**src/mlr_pkg.sv**
```systemverilog
// ----------------------------------------------------------------------------
// mlr_pkg
// Shared types and constants of the midpoint line rasterizer.
// ----------------------------------------------------------------------------
`default_nettype none

package mlr_pkg;

    localparam int COORD_BITS  = 6;
    localparam int COLOR_BITS  = 24;
    localparam int DEPTH_BITS  = 32;
    localparam int DEC_BITS    = COORD_BITS + 4;
    localparam int QUEUE_DEPTH = 2;
    localparam int QPTR_BITS   = $clog2(QUEUE_DEPTH);
    localparam int QCNT_BITS   = QPTR_BITS + 1;

    typedef logic [COORD_BITS-1:0]      coord_t;
    typedef logic [COLOR_BITS-1:0]      color_t;
    typedef logic [DEPTH_BITS-1:0]      depth_t;
    typedef logic signed [DEC_BITS-1:0] dec_t;

    typedef enum logic [1:0] {
        OCT_ENE = 2'd0,
        OCT_NNE = 2'd1,
        OCT_ESE = 2'd2,
        OCT_SSE = 2'd3
    } oct_t;

    typedef struct packed {
        coord_t x;
        coord_t y;
        coord_t stop;
        dec_t   decision;
        dec_t   inc_a;
        dec_t   inc_b;
        oct_t   octant;
        color_t color;
        depth_t depth;
    } cmd_t;

endpackage

`default_nettype wire

```
**src/mlr_line_if.sv**
```systemverilog
// ----------------------------------------------------------------------------
// mlr_line_if
// Line channel: two endpoints, color and depth with valid/ready.
// ----------------------------------------------------------------------------
`default_nettype none

interface mlr_line_if
    import mlr_pkg::*;
();
    logic   valid;
    logic   ready;
    coord_t start_x;
    coord_t start_y;
    coord_t end_x;
    coord_t end_y;
    color_t line_color;
    depth_t line_depth;

    modport source (
        output valid, start_x, start_y, end_x, end_y, line_color, line_depth,
        input  ready
    );

    modport sink (
        input  valid, start_x, start_y, end_x, end_y, line_color, line_depth,
        output ready
    );
endinterface

`default_nettype wire

```
**src/mlr_pixel_if.sv**
```systemverilog
// ----------------------------------------------------------------------------
// mlr_pixel_if
// Pixel channel: position, color, depth and last mark with valid/ready.
// ----------------------------------------------------------------------------
`default_nettype none

interface mlr_pixel_if
    import mlr_pkg::*;
();
    logic   valid;
    logic   ready;
    coord_t pixel_x;
    coord_t pixel_y;
    color_t pixel_color;
    depth_t pixel_depth;
    logic   last_pixel;

    modport source (
        output valid, pixel_x, pixel_y, pixel_color, pixel_depth, last_pixel,
        input  ready
    );

    modport sink (
        input  valid, pixel_x, pixel_y, pixel_color, pixel_depth, last_pixel,
        output ready
    );
endinterface

`default_nettype wire

```
**src/mlr_front.sv**
```systemverilog
// ----------------------------------------------------------------------------
// mlr_front
// Accepts a line, orders the endpoints left to right, picks the octant case
// and sets up the decision variable and its two increments.
// ----------------------------------------------------------------------------
`default_nettype none

module mlr_front
    import mlr_pkg::*;
(
    mlr_line_if.sink lines,
    input  logic     q_full,
    output logic     q_push,
    output cmd_t     q_cmd
);

    logic   swap;
    coord_t x1;
    coord_t y1;
    coord_t x2;
    coord_t y2;
    dec_t   dx;
    dec_t   dy;

    assign lines.ready = !q_full;
    assign q_push      = lines.valid && !q_full;

    always_comb
    begin
        swap = lines.start_x > lines.end_x;
        x1   = swap ? lines.end_x   : lines.start_x;
        y1   = swap ? lines.end_y   : lines.start_y;
        x2   = swap ? lines.start_x : lines.end_x;
        y2   = swap ? lines.start_y : lines.end_y;
        dx   = $signed({{(DEC_BITS-COORD_BITS){1'b0}}, x2})
             - $signed({{(DEC_BITS-COORD_BITS){1'b0}}, x1});
        dy   = $signed({{(DEC_BITS-COORD_BITS){1'b0}}, y2})
             - $signed({{(DEC_BITS-COORD_BITS){1'b0}}, y1});

        q_cmd.x     = x1;
        q_cmd.y     = y1;
        q_cmd.color = lines.line_color;
        q_cmd.depth = lines.line_depth;

        if (!dy[DEC_BITS-1])
        begin
            if (dy <= dx)
            begin
                q_cmd.octant   = OCT_ENE;
                q_cmd.stop     = x2;
                q_cmd.decision = dy + dy - dx;
                q_cmd.inc_a    = dy + dy;
                q_cmd.inc_b    = dy + dy - dx - dx;
            end
            else
            begin
                q_cmd.octant   = OCT_NNE;
                q_cmd.stop     = y2;
                q_cmd.decision = dy - dx - dx;
                q_cmd.inc_a    = -(dx + dx);
                q_cmd.inc_b    = dy + dy - dx - dx;
            end
        end
        else
        begin
            if (-dy <= dx)
            begin
                q_cmd.octant   = OCT_ESE;
                q_cmd.stop     = x2;
                q_cmd.decision = dx + dy + dy;
                q_cmd.inc_a    = dy + dy;
                q_cmd.inc_b    = dx + dx + dy + dy;
            end
            else
            begin
                q_cmd.octant   = OCT_SSE;
                q_cmd.stop     = y2;
                q_cmd.decision = dx + dx + dy;
                q_cmd.inc_a    = dx + dx;
                q_cmd.inc_b    = dx + dx + dy + dy;
            end
        end
    end

endmodule

`default_nettype wire

```
**src/mlr_queue.sv**
```systemverilog
// ----------------------------------------------------------------------------
// mlr_queue
// Short queue of set-up lines between the front and the stepper.
// ----------------------------------------------------------------------------
`default_nettype none

module mlr_queue
    import mlr_pkg::*;
(
    input  logic clk,
    input  logic rst_n,
    input  logic push,
    input  cmd_t push_cmd,
    output logic full,
    input  logic pop,
    output logic nonempty,
    output cmd_t pop_cmd
);

    cmd_t                 entry_reg [QUEUE_DEPTH];
    logic [QPTR_BITS-1:0] wr_ptr_reg;
    logic [QPTR_BITS-1:0] wr_ptr_next;
    logic [QPTR_BITS-1:0] rd_ptr_reg;
    logic [QPTR_BITS-1:0] rd_ptr_next;
    logic [QCNT_BITS-1:0] count_reg;
    logic [QCNT_BITS-1:0] count_next;
    logic                 do_push;
    logic                 do_pop;

    assign full     = count_reg == QCNT_BITS'(QUEUE_DEPTH);
    assign nonempty = count_reg != '0;
    assign pop_cmd  = entry_reg[rd_ptr_reg];
    assign do_push  = push && !full;
    assign do_pop   = pop && nonempty;

    always_comb
    begin
        wr_ptr_next = do_push ? wr_ptr_reg + 1'b1 : wr_ptr_reg;
        rd_ptr_next = do_pop  ? rd_ptr_reg + 1'b1 : rd_ptr_reg;
        count_next  = count_reg;
        if (do_push && !do_pop)
        begin
            count_next = count_reg + 1'b1;
        end
        else if (do_pop && !do_push)
        begin
            count_next = count_reg - 1'b1;
        end
    end

    always_ff @(posedge clk or negedge rst_n)
    begin
        if (!rst_n)
        begin
            wr_ptr_reg <= '0;
            rd_ptr_reg <= '0;
            count_reg  <= '0;
        end
        else
        begin
            wr_ptr_reg <= wr_ptr_next;
            rd_ptr_reg <= rd_ptr_next;
            count_reg  <= count_next;
        end
    end

    always_ff @(posedge clk)
    begin
        if (do_push)
        begin
            entry_reg[wr_ptr_reg] <= push_cmd;
        end
    end

endmodule

`default_nettype wire

```
**src/mlr_back.sv**
```systemverilog
// ----------------------------------------------------------------------------
// mlr_back
// Midpoint stepper: holds the current pixel in registers, shows it on the
// pixel channel and advances one step on each transfer before the last.
// ----------------------------------------------------------------------------
`default_nettype none

module mlr_back
    import mlr_pkg::*;
(
    input  logic         clk,
    input  logic         rst_n,
    input  logic         q_valid,
    input  cmd_t         q_cmd,
    output logic         q_pop,
    mlr_pixel_if.source  pixels
);

    logic   busy_reg;
    logic   busy_next;
    coord_t cnt_reg;
    coord_t cnt_next;
    coord_t cur_x_reg;
    coord_t cur_x_next;
    coord_t cur_y_reg;
    coord_t cur_y_next;
    coord_t stop_reg;
    coord_t stop_next;
    dec_t   dec_reg;
    dec_t   dec_next;
    dec_t   inc_a_reg;
    dec_t   inc_a_next;
    dec_t   inc_b_reg;
    dec_t   inc_b_next;
    oct_t   oct_reg;
    oct_t   oct_next;
    color_t color_reg;
    color_t color_next;
    depth_t depth_reg;
    depth_t depth_next;
    logic   at_end;
    logic   last;
    logic   xfer;
    logic   load;

    always_comb
    begin
        unique case (oct_reg)
            OCT_NNE: at_end = cur_y_reg >= stop_reg;
            OCT_SSE: at_end = cur_y_reg <= stop_reg;
            default: at_end = cur_x_reg >= stop_reg;
        endcase
    end

    // a line never yields more pixels than the coordinate range holds
    assign last = at_end || (cnt_reg == '1);
    assign xfer = busy_reg && pixels.ready;
    assign load = q_valid && (!busy_reg || (xfer && last));
    assign q_pop = load;

    assign pixels.valid       = busy_reg;
    assign pixels.pixel_x     = cur_x_reg;
    assign pixels.pixel_y     = cur_y_reg;
    assign pixels.pixel_color = color_reg;
    assign pixels.pixel_depth = depth_reg;
    assign pixels.last_pixel  = last;

    always_comb
    begin
        busy_next  = busy_reg;
        cnt_next   = cnt_reg;
        cur_x_next = cur_x_reg;
        cur_y_next = cur_y_reg;
        stop_next  = stop_reg;
        dec_next   = dec_reg;
        inc_a_next = inc_a_reg;
        inc_b_next = inc_b_reg;
        oct_next   = oct_reg;
        color_next = color_reg;
        depth_next = depth_reg;

        if (load)
        begin
            busy_next  = 1'b1;
            cnt_next   = '0;
            cur_x_next = q_cmd.x;
            cur_y_next = q_cmd.y;
            stop_next  = q_cmd.stop;
            dec_next   = q_cmd.decision;
            inc_a_next = q_cmd.inc_a;
            inc_b_next = q_cmd.inc_b;
            oct_next   = q_cmd.octant;
            color_next = q_cmd.color;
            depth_next = q_cmd.depth;
        end
        else if (xfer && last)
        begin
            busy_next = 1'b0;
        end
        else if (xfer)
        begin
            cnt_next = cnt_reg + 1'b1;
            unique case (oct_reg)
                OCT_ENE:
                begin
                    cur_x_next = cur_x_reg + 1'b1;
                    if (dec_reg < 0)
                    begin
                        dec_next = dec_reg + inc_a_reg;
                    end
                    else
                    begin
                        cur_y_next = cur_y_reg + 1'b1;
                        dec_next   = dec_reg + inc_b_reg;
                    end
                end
                OCT_NNE:
                begin
                    cur_y_next = cur_y_reg + 1'b1;
                    if (dec_reg > 0)
                    begin
                        dec_next = dec_reg + inc_a_reg;
                    end
                    else
                    begin
                        cur_x_next = cur_x_reg + 1'b1;
                        dec_next   = dec_reg + inc_b_reg;
                    end
                end
                OCT_ESE:
                begin
                    cur_x_next = cur_x_reg + 1'b1;
                    if (dec_reg > 0)
                    begin
                        dec_next = dec_reg + inc_a_reg;
                    end
                    else
                    begin
                        cur_y_next = cur_y_reg - 1'b1;
                        dec_next   = dec_reg + inc_b_reg;
                    end
                end
                OCT_SSE:
                begin
                    cur_y_next = cur_y_reg - 1'b1;
                    if (dec_reg < 0)
                    begin
                        dec_next = dec_reg + inc_a_reg;
                    end
                    else
                    begin
                        cur_x_next = cur_x_reg + 1'b1;
                        dec_next   = dec_reg + inc_b_reg;
                    end
                end
            endcase
        end
    end

    always_ff @(posedge clk or negedge rst_n)
    begin
        if (!rst_n)
        begin
            busy_reg <= 1'b0;
            cnt_reg  <= '0;
            oct_reg  <= OCT_ENE;
        end
        else
        begin
            busy_reg <= busy_next;
            cnt_reg  <= cnt_next;
            oct_reg  <= oct_next;
        end
    end

    always_ff @(posedge clk)
    begin
        cur_x_reg <= cur_x_next;
        cur_y_reg <= cur_y_next;
        stop_reg  <= stop_next;
        dec_reg   <= dec_next;
        inc_a_reg <= inc_a_next;
        inc_b_reg <= inc_b_next;
        color_reg <= color_next;
        depth_reg <= depth_next;
    end

endmodule

`default_nettype wire

```
**src/midpoint_line_rasterizer.sv**
```systemverilog
// ----------------------------------------------------------------------------
// midpoint_line_rasterizer
// Midpoint line rasterizer: set-up front, two-entry queue, pixel stepper.
//
//   channel   dir   payload                                         width
//   lines     in    start_x, start_y, end_x, end_y, color, depth    80
//   pixels    out   pixel_x, pixel_y, color, depth, last_pixel      69
//
// A line of n pixels (1 to 64) leaves the stepper one pixel per cycle while
// the pixel side is ready; the next queued line starts right after the last pixel.
// Lines are set up in the cycle they transfer and queued two deep.
// Reset empties the queue and idles the stepper.
// A stall on the pixel side holds the current pixel; lines keep
// transferring until the queue is full.
// ----------------------------------------------------------------------------
`default_nettype none

module midpoint_line_rasterizer
    import mlr_pkg::*;
(
    input  logic        clk,
    input  logic        rst_n,
    mlr_line_if.sink    lines,
    mlr_pixel_if.source pixels
);

    logic q_full;
    logic q_push;
    cmd_t q_push_cmd;
    logic q_pop;
    logic q_nonempty;
    cmd_t q_pop_cmd;

    mlr_front u_front (
        .lines  (lines),
        .q_full (q_full),
        .q_push (q_push),
        .q_cmd  (q_push_cmd)
    );

    mlr_queue u_queue (
        .clk      (clk),
        .rst_n    (rst_n),
        .push     (q_push),
        .push_cmd (q_push_cmd),
        .full     (q_full),
        .pop      (q_pop),
        .nonempty (q_nonempty),
        .pop_cmd  (q_pop_cmd)
    );

    mlr_back u_back (
        .clk     (clk),
        .rst_n   (rst_n),
        .q_valid (q_nonempty),
        .q_cmd   (q_pop_cmd),
        .q_pop   (q_pop),
        .pixels  (pixels)
    );

endmodule

`default_nettype wire

```
**src/flat_wrapper.sv**
```systemverilog
// flat-port wrapper written by rule: the top's interface ports become plain ports
module midpoint_line_rasterizer_flat import mlr_pkg::*;
  (clk, rst_n, lines_valid, lines_start_x, lines_start_y, lines_end_x, lines_end_y, lines_line_color, lines_line_depth, lines_ready, pixels_valid, pixels_pixel_x, pixels_pixel_y, pixels_pixel_color, pixels_pixel_depth, pixels_last_pixel, pixels_ready);
  mlr_line_if lines_i ();
  mlr_pixel_if pixels_i ();
  input  logic clk;
  input  logic rst_n;
  input wire logic [$bits(lines_i.valid)-1:0] lines_valid;
  input wire logic [$bits(lines_i.start_x)-1:0] lines_start_x;
  input wire logic [$bits(lines_i.start_y)-1:0] lines_start_y;
  input wire logic [$bits(lines_i.end_x)-1:0] lines_end_x;
  input wire logic [$bits(lines_i.end_y)-1:0] lines_end_y;
  input wire logic [$bits(lines_i.line_color)-1:0] lines_line_color;
  input wire logic [$bits(lines_i.line_depth)-1:0] lines_line_depth;
  output wire logic [$bits(lines_i.ready)-1:0] lines_ready;
  output wire logic [$bits(pixels_i.valid)-1:0] pixels_valid;
  output wire logic [$bits(pixels_i.pixel_x)-1:0] pixels_pixel_x;
  output wire logic [$bits(pixels_i.pixel_y)-1:0] pixels_pixel_y;
  output wire logic [$bits(pixels_i.pixel_color)-1:0] pixels_pixel_color;
  output wire logic [$bits(pixels_i.pixel_depth)-1:0] pixels_pixel_depth;
  output wire logic [$bits(pixels_i.last_pixel)-1:0] pixels_last_pixel;
  input wire logic [$bits(pixels_i.ready)-1:0] pixels_ready;
  assign lines_i.valid = lines_valid;
  assign lines_i.start_x = lines_start_x;
  assign lines_i.start_y = lines_start_y;
  assign lines_i.end_x = lines_end_x;
  assign lines_i.end_y = lines_end_y;
  assign lines_i.line_color = lines_line_color;
  assign lines_i.line_depth = lines_line_depth;
  assign lines_ready = lines_i.ready;
  assign pixels_valid = pixels_i.valid;
  assign pixels_pixel_x = pixels_i.pixel_x;
  assign pixels_pixel_y = pixels_i.pixel_y;
  assign pixels_pixel_color = pixels_i.pixel_color;
  assign pixels_pixel_depth = pixels_i.pixel_depth;
  assign pixels_last_pixel = pixels_i.last_pixel;
  assign pixels_i.ready = pixels_ready;
  midpoint_line_rasterizer u_core (.clk(clk), .rst_n(rst_n), .lines(lines_i), .pixels(pixels_i));
endmodule
```
**config.mk**
```make
export PLATFORM = sky130hd
export DESIGN_NAME = midpoint_line_rasterizer_flat
export DESIGN_NICKNAME = d
export VERILOG_FILES = /design/src/mlr_pkg.sv /design/src/mlr_line_if.sv /design/src/mlr_pixel_if.sv /design/src/mlr_front.sv /design/src/mlr_queue.sv /design/src/mlr_back.sv /design/src/midpoint_line_rasterizer.sv /design/src/flat_wrapper.sv
export SDC_FILE = /design/constraint.sdc
export NUM_CORES = 1
export LEC_CHECK = 0
export BUFFER_PORTS_ARGS = -buffer_cell sky130_fd_sc_hd__buf_2
export CAP_MARGIN = 10
export CORE_MARGIN = 2
export CORE_UTILIZATION = 30
export CTS_BUF_LIST = sky130_fd_sc_hd__clkbuf_8
export CTS_CLUSTER_SIZE = 16
export DETAILED_ROUTE_END_ITERATION = 8
export GPL_TIMING_DRIVEN = 0
export HOLD_SLACK_MARGIN = 0.15
export MAX_ROUTING_LAYER = met4
export PLACE_DENSITY = 0.58
export SLEW_MARGIN = 10
export SYNTH_ARGS = -nofsm -noshare
export SYNTH_HDL_FRONTEND = slang
export SYNTH_SLANG_ARGS = --single-unit
```
**constraint.sdc**
```tcl
create_clock -name clk -period 5.4 [get_ports clk]
set_input_delay 0.27 -clock clk [delete_from_list [all_inputs] [get_ports clk]]
set_output_delay 0.27 -clock clk [all_outputs]
set_load 0.02 [all_outputs]
```
After elaboration in Yosys (flattened, before gate mapping)
Memories as Yosys holds them, arrays and structs flattened.
Index checks and enable logic that the tools add are counted.
Word-level totals
  register bits after elaboration: 117
  bits in writable memories: 212
  input bits: 84
  output and inout bits: 71
  word-level logic and storage cells: 117
  memories kept: 1
Memory list
  u_core.u_queue.entry_reg: depth 2, width 106, rd ports 1, clocked after Yosys merged registers in 0, write ports 1, RTL line mlr_queue.sv:20  | cmd_t entry_reg [QUEUE_DEPTH];
Cells by class
  add/subtract/negate cells: 24
  order comparisons: 8
  eq/ne operators: 10
  mux-type cells: 35
  reductions and logical operators: 25
Operators by type and width (count)
  $mux 38: 3
  $mux 6: 17
  $mux 10: 5
  $add 7x7->8: 3
  $pmux 6 s4: 1
  $add 10x10->10: 2
  $pmux 10 s2: 1
  $add 6x1->6 const B: 3
  $add 8x7->9: 2
  $pmux 6 s3: 1
  $sub 8x7->9: 2
  $sub 6x6->7: 2
  $ge 6x6->1: 2
  $ne 3x2->1 const B: 4
  $add 9x7->10: 1
  $gt 10x1->1 const B: 1
  $le 10x7->1: 1
  $lt 10x1->1 const B: 1
  $neg 7->10: 1
  $neg 8->10: 1
  $sub 9x7->10: 1
  $logic_and 1x1->1: 8
  $reduce_and 4->1: 2
  $reduce_bool 2->1: 4
  other kinds (20): 33

Longest topological paths before layout
Gate-level depths: netlist of run 1.
  depth in word-level cells: 10
  gate-level depth with buffers: 34

By module
Synthesis of run 1 repeated with hierarchy kept, for this count alone.
Second synthesis, totals
  cells, all modules: 1439
  area, all modules: 18330.1 um^2
Modules (own cells, without submodules)
  mlr_queue: times used 1, cells each 349, area each 7961.4 um^2, sequential area each 6466.2 um^2
  mlr_back: times used 1, cells each 386, area each 5530.3 um^2, sequential area each 3348.2 um^2
  mlr_front: times used 1, cells each 704, area each 4838.4 um^2, sequential area each 0.0 um^2

Least setup slack after synthesis of run 1
No wires, ideal clock.
  kind: in2reg
  start: input lines_end_x[3]
  end: memory u_core.u_queue.entry_reg[0][91] in the netlist's numbering (data pin)
  setup time: 0.265 ns
  data arrival time: 6.821 ns
  required time: 5.135 ns
  slack: -1.686 ns
  stages: 32
  cells stage by stage: inv_1 ha_1 and4_1 buf_6 o21a_2 o31ai_4 clkbuf_1 buf_1 nand2_1 nor2_1 a21oi_1 ha_1 a21o_1 a221o_1 a21oi_1 nor3_1 o221ai_1 clkbuf_1 buf_1 nor2_1 ha_1 nor2b_1 o21ai_0 nand2b_1 a21oi_1 nand4_1 mux2_2 maj3_1 o21ai_2 mux2i_2 buf_4 a311o_1
RTL lines
  start, declared: RTL line flat_wrapper.sv:11  | input wire logic [$bits(lines_i.end_x)-1:0] lines_end_x;
  end, declared: RTL line mlr_queue.sv:20

==> results of run 1 <==
-- cells in the final DEF, fill, tap and decap left out, types with 34 or more instances in the layout --
cell type      instances
a21oi_1               68
buf_2                155
buf_4                 42
clkbuf_8              48
dlygate4sd3_1         76
edfxtp_1             308
ha_1                  89
inv_1                 65
mux2_2                82
mux2i_1               34
nand2_1               60
nor2_1                70
o21ai_0               36
xnor2_1               52
-- final cells by class --
class	count	area, µm²	share of cell area [%]
flip-flops and latches	321	9570	46.2
multi-input cells	825	6860	33.1
repair buffers	280	2070	10.0
well taps	696	871	4.21
clock buffers	47	647	3.12
plain buffers	42	278	1.34
inverters	61	249	1.20
clock inverters	32	151	0.731
-- Yosys cell counts (all sizes together), types with 4 or more instances --
cell    number
xnor2       55
a31oi        9
or2          6
xor2        22
nand3       31
inv         61
a21o        29
or3          6
o21bai       7
nor2b       15
a32oi        4
a211oi       4
nor3        23
o21ai       51
mux2        83
nor2        79
ha          97
nand2       65
mux2i       37
o211ai       6
clkbuf      26
nand2b      19
and3         9
fa           5
a21oi       78
a221oi       4
maj3        12
buf         18
nand4        5
dfrtp       13
edfxtp     308
o21a         9
-- per-layer routing --
| metal | global-route usage (%) | routed length (µm) | vias to the layer above |
|---|---|---|---|
| li1 | - | - | 5339 |
| met1 | 17.3 | 17400 | 5349 |
| met2 | 23.7 | 19100 | 253 |
| met3 | 1.94 | 1510 | 66 |
| met4 | 4.61 | 954 | 0 |
| met5 | - | 0 | - |
-- repair_timing --
action,CTS,global route
setup buffers,33,7
pin swaps,28,28
gates resized for setup,68,44
hold buffers,76,0
endpoints found under the hold margin,153,0
endpoints found under the setup margin,60,58
cloned,2,1
-- worst paths after layout --
check | end | from
max | u_core.u_queue.entry_reg[1][93] | lines_end_x[3]
min | u_core.u_queue.entry_reg[0][93] | lines_end_y[5]
max reg2reg | u_core.u_back.pixels.pixel_color[23] | u_core.u_back.pixels.pixel_x[0]
min reg2reg | u_core.u_queue.count_reg[1] | u_core.u_queue.count_reg[1]
max in group asynchronous | u_core.u_queue.count_reg[1] | rst_n
min in group asynchronous | u_core.u_back.oct_reg[1] | rst_n
-- metrics by stage --
stage          utilization [%]  cells  area (µm²)
2_1_floorplan                -   1251       16500
3_3_place_gp              33.8   2101       18200
3_5_place_dp              34.1   2108       18400
4_1_cts                   38.0   2296       20400
5_1_grt                   38.5   2304       20700
6_report                  38.5   2304       20700
-- power by group --
part	leakage, nW	switching (mW)	internal [mW]	total (mW)
combinational	4.49	4.07	2.79	6.86
sequential	3.03	0.323	4.24	4.57
clock	0.464	0.887	0.814	1.70
-- kinds of logic (layout without fill, tap and decap cells) --
group | count (synthesis) | after routing | share of synthesized area [%]
AOI/OAI and AO/OA | 245 | 245 | 9.78
xor gates and xnor gates | 79 | 79 | 4.45
adders and majority gates | 114 | 114 | 8.79
buffers and inverters | 105 | 462 | 2.57
DFF | 321 | 321 | 58.6
muxes | 121 | 121 | 8.15
and+or+nand+nor | 266 | 266 | 7.68
==> results.json, run 1 <==
{
  "status": "finished, violations left",
  "failed_checks": "setup timing",
  "hold_viol": 0,
  "synthTopCellsByArea": "edfxtp_1, ha_1, mux2_2",
  "power_density_mw_per_mm2": 634,
  "rows": 85,
  "ir_drop_mv": 0.380,
  "cts_buffers": 46,
  "finalSetupViolCount": 34,
  "grt_max_degree": 57,
  "slowest_stage": "a221o_2",
  "viasPerCell": 4.78,
  "worstMarginPinSlew_ps": 1060,
  "clkSinkCount": 321,
  "fin_skew_ps": 46.6,
  "grt-ovfl-total": 0,
  "cts_tree": "yes",
  "drtPass1Iterations": 5,
  "fmax_mhz": 181,
  "syn-cell-area_mm2": 0.0163,
  "arrival_ps": 5860,
  "root_buffer": "clkbuf_8",
  "holdWs_ps": 197,
  "crit_buf_inv": 6,
  "synthFlopType": "edfxtp_1",
  "coreArea_mm2": 0.0538,
  "synth_nets": 1437,
  "io-pin-count": 155,
  "synth_edf_count": 308,
  "post-route-period-util_pct": 103,
  "crit_path_end_kind": "flip-flop",
  "largest_register_ffs": 206,
  "drive_gt1_share_pct": 28.6,
  "hp-class": "in2reg",
  "diodes": 0,
  "cp.required_ps": 5720,
  "nets": 1763,
  "ys.warnings.count": 0,
  "whs_path_depth": 2,
  "synth.avg_cell_area_um2": 13.1,
  "fin_ws_ps": -137,
  "maxCapViolCount": 0,
  "die_h_um": 237,
  "cp_top_family": "compound AO/OA/AOI/OAI gates",
  "synth.distinct_cells": 77,
  "ctsHtreeMaxLevel": 2,
  "start_util_pct": 30.4,
  "hpwl_um": 27400,
  "synth_cells": 1251,
  "die_w_um": 237,
  "vias": 11000,
  "ctsLongestPathBuffers": 3,
  "grt_pass1_vias": 11400,
  "slew_headroom_pct": 28.3,
  "critPathKind": "in2reg",
  "ys_seq_area_share_pct": 58.6,
  "gp_congestion": 0.867,
  "fillers": 5100,
  "rsz0062_at_grt": "true",
  "drt_iter0_markers": 591,
  "synth.largest_area_cell": "edfxtp_1",
  "p_total_mw": 13.1,
  "ys_ff_latch": 321,
  "dieArea_mm2": 0.0564,
  "tns_ps": -2490,
  "ant_nets": 0,
  "worstSkewPairLatency_ps": 600,
  "crit_fanout": 7,
  "grt_pass1_wl_um": 61600,
  "drc_errors": 0,
  "routed_wl_um": 39100,
  "leakagePower_nw": 7.99,
  "worst-path-stages": 32,
  "synth_top_area_share_pct": 56.6,
  "grt_usage_pct": 14.0,
  "area_growth_pct": 26.7,
  "post-place-ws_ps": -1860,
  "cts.clk_slew.worst_paths_ps": 60,
  "slew_viol_final": 0,
  "start_kind": "primary input",
  "rr_worst_depth": 14,
  "synthArstFlopShare_pct": 4.05,
  "period_minus_slack_ps": 5540,
  "r2r_slack_ps": 1260,
  "wire_per_inst_um": 17.0,
  "slowest_delay_ps": 380,
  "io_buffers": 154,
  "antenna_found_initial": 0
}
(Power assumes the default switching activity.)
==> run 2: changes to the inputs <==
- CORE_UTILIZATION: 30 -> 40
- PLACE_DENSITY: 0.58 -> 0.7
==> run 2 against run 1 <==
Net effect:
- the flow still finishes with violations (setup timing)
- via count grew 1.0%
- maximum frequency fell by 1.5%
- first-iteration DRC count rose by 21%
- hold slack hardly changed
- non-clock buffer count decreased by 1
- critical path depth decreased by 1
- largest cell class unchanged
- global-route usage rose by 4.6 points
==> results.json, run 2 (synthesis results as in run 1) <==
{
  "r2r_slack_ps": 1250,
  "start_util_pct": 40.3,
  "drc_errors": 0,
  "grt_pass1_wl_um": 60400,
  "leakagePower_nw": 8.02,
  "grt_max_degree": 56,
  "area_growth_pct": 26.1,
  "post-route-period-util_pct": 104,
  "arrival_ps": 5910,
  "cts_buffers": 45,
  "fin_skew_ps": 18.3,
  "antenna_found_initial": 0,
  "wire_per_inst_um": 18.3,
  "gp_congestion": 0.851,
  "tns_ps": -3260,
  "drtPass1Iterations": 5,
  "grt_usage_pct": 18.7,
  "ctsLongestPathBuffers": 3,
  "seqPwrFrac_pct": 34.6,
  "vias": 11100,
  "holdWs_ps": 197,
  "io_buffers": 154,
  "power_density_mw_per_mm2": 644,
  "fin_ws_ps": -222,
  "cp.required_ps": 5690,
  "p_switching_mw": 5.26,
  "failed_checks": "setup timing",
  "grt-ovfl-total": 0,
  "crit_path_end_kind": "flip-flop",
  "ant_nets": 0,
  "fillers": 3443,
  "layout_common_cells": "edfxtp_1, buf_2, ha_1",
  "dpl_cell_area_mm2": 0.0182,
  "io-pin-count": 155,
  "status": "finished, violations left",
  "rr_worst_depth": 14,
  "fin_util_pct": 50.8,
  "slew_headroom_pct": 24.1,
  "reg2reg_to": "u_core.u_back.pixels.pixel_depth[31]",
  "worstSkewPairLatency_ps": 570,
  "hpwl_um": 27500,
  "viasPerCell": 5.20,
  "clkPwrFrac_pct": 13.5,
  "ir_drop_mv": 0.326,
  "diodes": 0,
  "whs_path_depth": 3,
  "nets": 1761,
  "min_to": "u_core.u_queue.entry_reg[1][92]",
  "drive_gt1_share_pct": 29.7,
  "start_kind": "primary input",
  "slowest_stage": "mux4_2",
  "routed_wl_um": 39200,
  "combPwrFrac_pct": 51.8,
  "slowest_delay_ps": 340,
  "timing.rr.start": "u_core.u_back.pixels.pixel_x[0]",
  "path_common_cell": "a21oi_2",
  "rsz0062_at_grt": "true",
  "layout.cells.non_filler": 2138,
  "die_w_um": 206,
  "clkSinkCount": 321,
  "drt_iter0_markers": 718,
  "internal_power_mw": 8.01,
  "grt_pass1_vias": 11200,
  "maxCapViolCount": 0,
  "die_h_um": 206,
  "coreArea_mm2": 0.0406,
  "fmax_mhz": 178,
  "largest_register_ffs": 206,
  "layout_commonest_cell": "edfxtp_1",
  "slew_viol_final": 0,
  "critPathKind": "in2reg",
  "period_minus_slack_ps": 5620,
  "crit_fanout": 8,
  "worstMarginPinSlew_ps": 1130,
  "swShare_pct": 39.6,
  "ctsHtreeMaxLevel": 2,
  "cts_tree": "yes",
  "post-place-cells": 1944,
  "stdcell_area_mm2": 0.0206,
  "finalSetupViolCount": 38,
  "hold_viol": 0,
  "rows": 74,
  "hp-class": "in2reg",
  "cts.clk_slew.worst_paths_ps": 60,
  "hold_start": "lines_start_y[4]",
  "root_buffer": "clkbuf_8",
  "dieArea_mm2": 0.0425
}
==> run 2: cell types whose count changed in the layout (fill, tap and decap cells not counted), sizes merged <==
cell and delta:
bufinv +3, buf +7, inv -3, dlygate4sd3 -5, clkbuf -4
==> run 2: repair_timing <==
item,in CTS,in global routing
resized for setup,42,79
pin swaps,26,32
endpoints found under the setup margin,60,60
endpoints found under the hold margin,141,0
setup buffers,27,20
hold buffers,71,0
gates cloned,1,0
==> run 2: cell type report <==
| cell class | count | area, µm² | share of cell area [%] |
|---|---|---|---|
| Tap cell | 532 | 666 | 3.23 |
| Clock inverter | 32 | 209 | 1.01 |
| Clock buffer | 46 | 633 | 3.07 |
| Sequential cell | 321 | 9570 | 46.5 |
| Inverter | 61 | 250 | 1.21 |
| Multi-Input combinational cell | 825 | 6930 | 33.6 |
| Buffer | 41 | 269 | 1.31 |
| Timing Repair Buffer | 280 | 2080 | 10.1 |
==> run 2: stage by stage <==
| stage | setup slack (ps) | total power [mW] |
|---|---|---|
| 3_3_place_gp | -1900 | 10.8 |
| 5_1_grt | -418 | 14.2 |
| 2_1_floorplan | -459 | 9.18 |
| 3_5_place_dp | -1940 | 11.0 |
| 6_report | -222 | 13.3 |
| 4_1_cts | -326 | 13.1 |
==> run 2: worst max-delay path by stage <==
stage / from / end / cells after the start
global placement: lines_start_x[0] / u_core.u_queue.entry_reg[0][93] / 29
global route: lines_end_x[5] / u_core.u_queue.entry_reg[1][93] / 31
finish: lines_end_x[3] / u_core.u_queue.entry_reg[1][93] / 31
floorplan: lines_end_x[2] / u_core.u_queue.entry_reg[0][93] / 32
CTS: lines_end_x[3] / u_core.u_queue.entry_reg[1][93] / 32
detailed placement: lines_start_x[0] / u_core.u_queue.entry_reg[1][93] / 29
==> run 2: power groups by stage <==
stage / Clock, mW / Combinational, mW / Sequential, mW
2_1_floorplan: 0 / 4.22 / 4.95
3_3_place_gp: 0 / 6.05 / 4.70
3_5_place_dp: 0 / 6.33 / 4.65
4_1_cts: 1.84 / 6.62 / 4.61
5_1_grt: 1.94 / 7.57 / 4.68
6_report: 1.79 / 6.88 / 4.60
==> run 2: critical path: cells and delay by family <==
family,cells,cell delay (ps)
AO/OA/AOI/OAI,11,2140
adder cells (fa/ha/maj),4,1020
buffers and inverters,5,800
multiplexers,3,800
AND/OR/NAND/NOR,7,670
XOR/XNOR,1,170
==> run 2: routing by layer <==
metal  vias up  share of wire, %  global-route usage, %  routed length (µm)
met5         -                 0                      -                   0
li1       5324                 -                      -                   -
met4         0               2.2                   5.08                 858
met3        71               5.0                   2.33                1980
met1      5408                43                   23.2               16900
met2       318                50                   32.1               19400
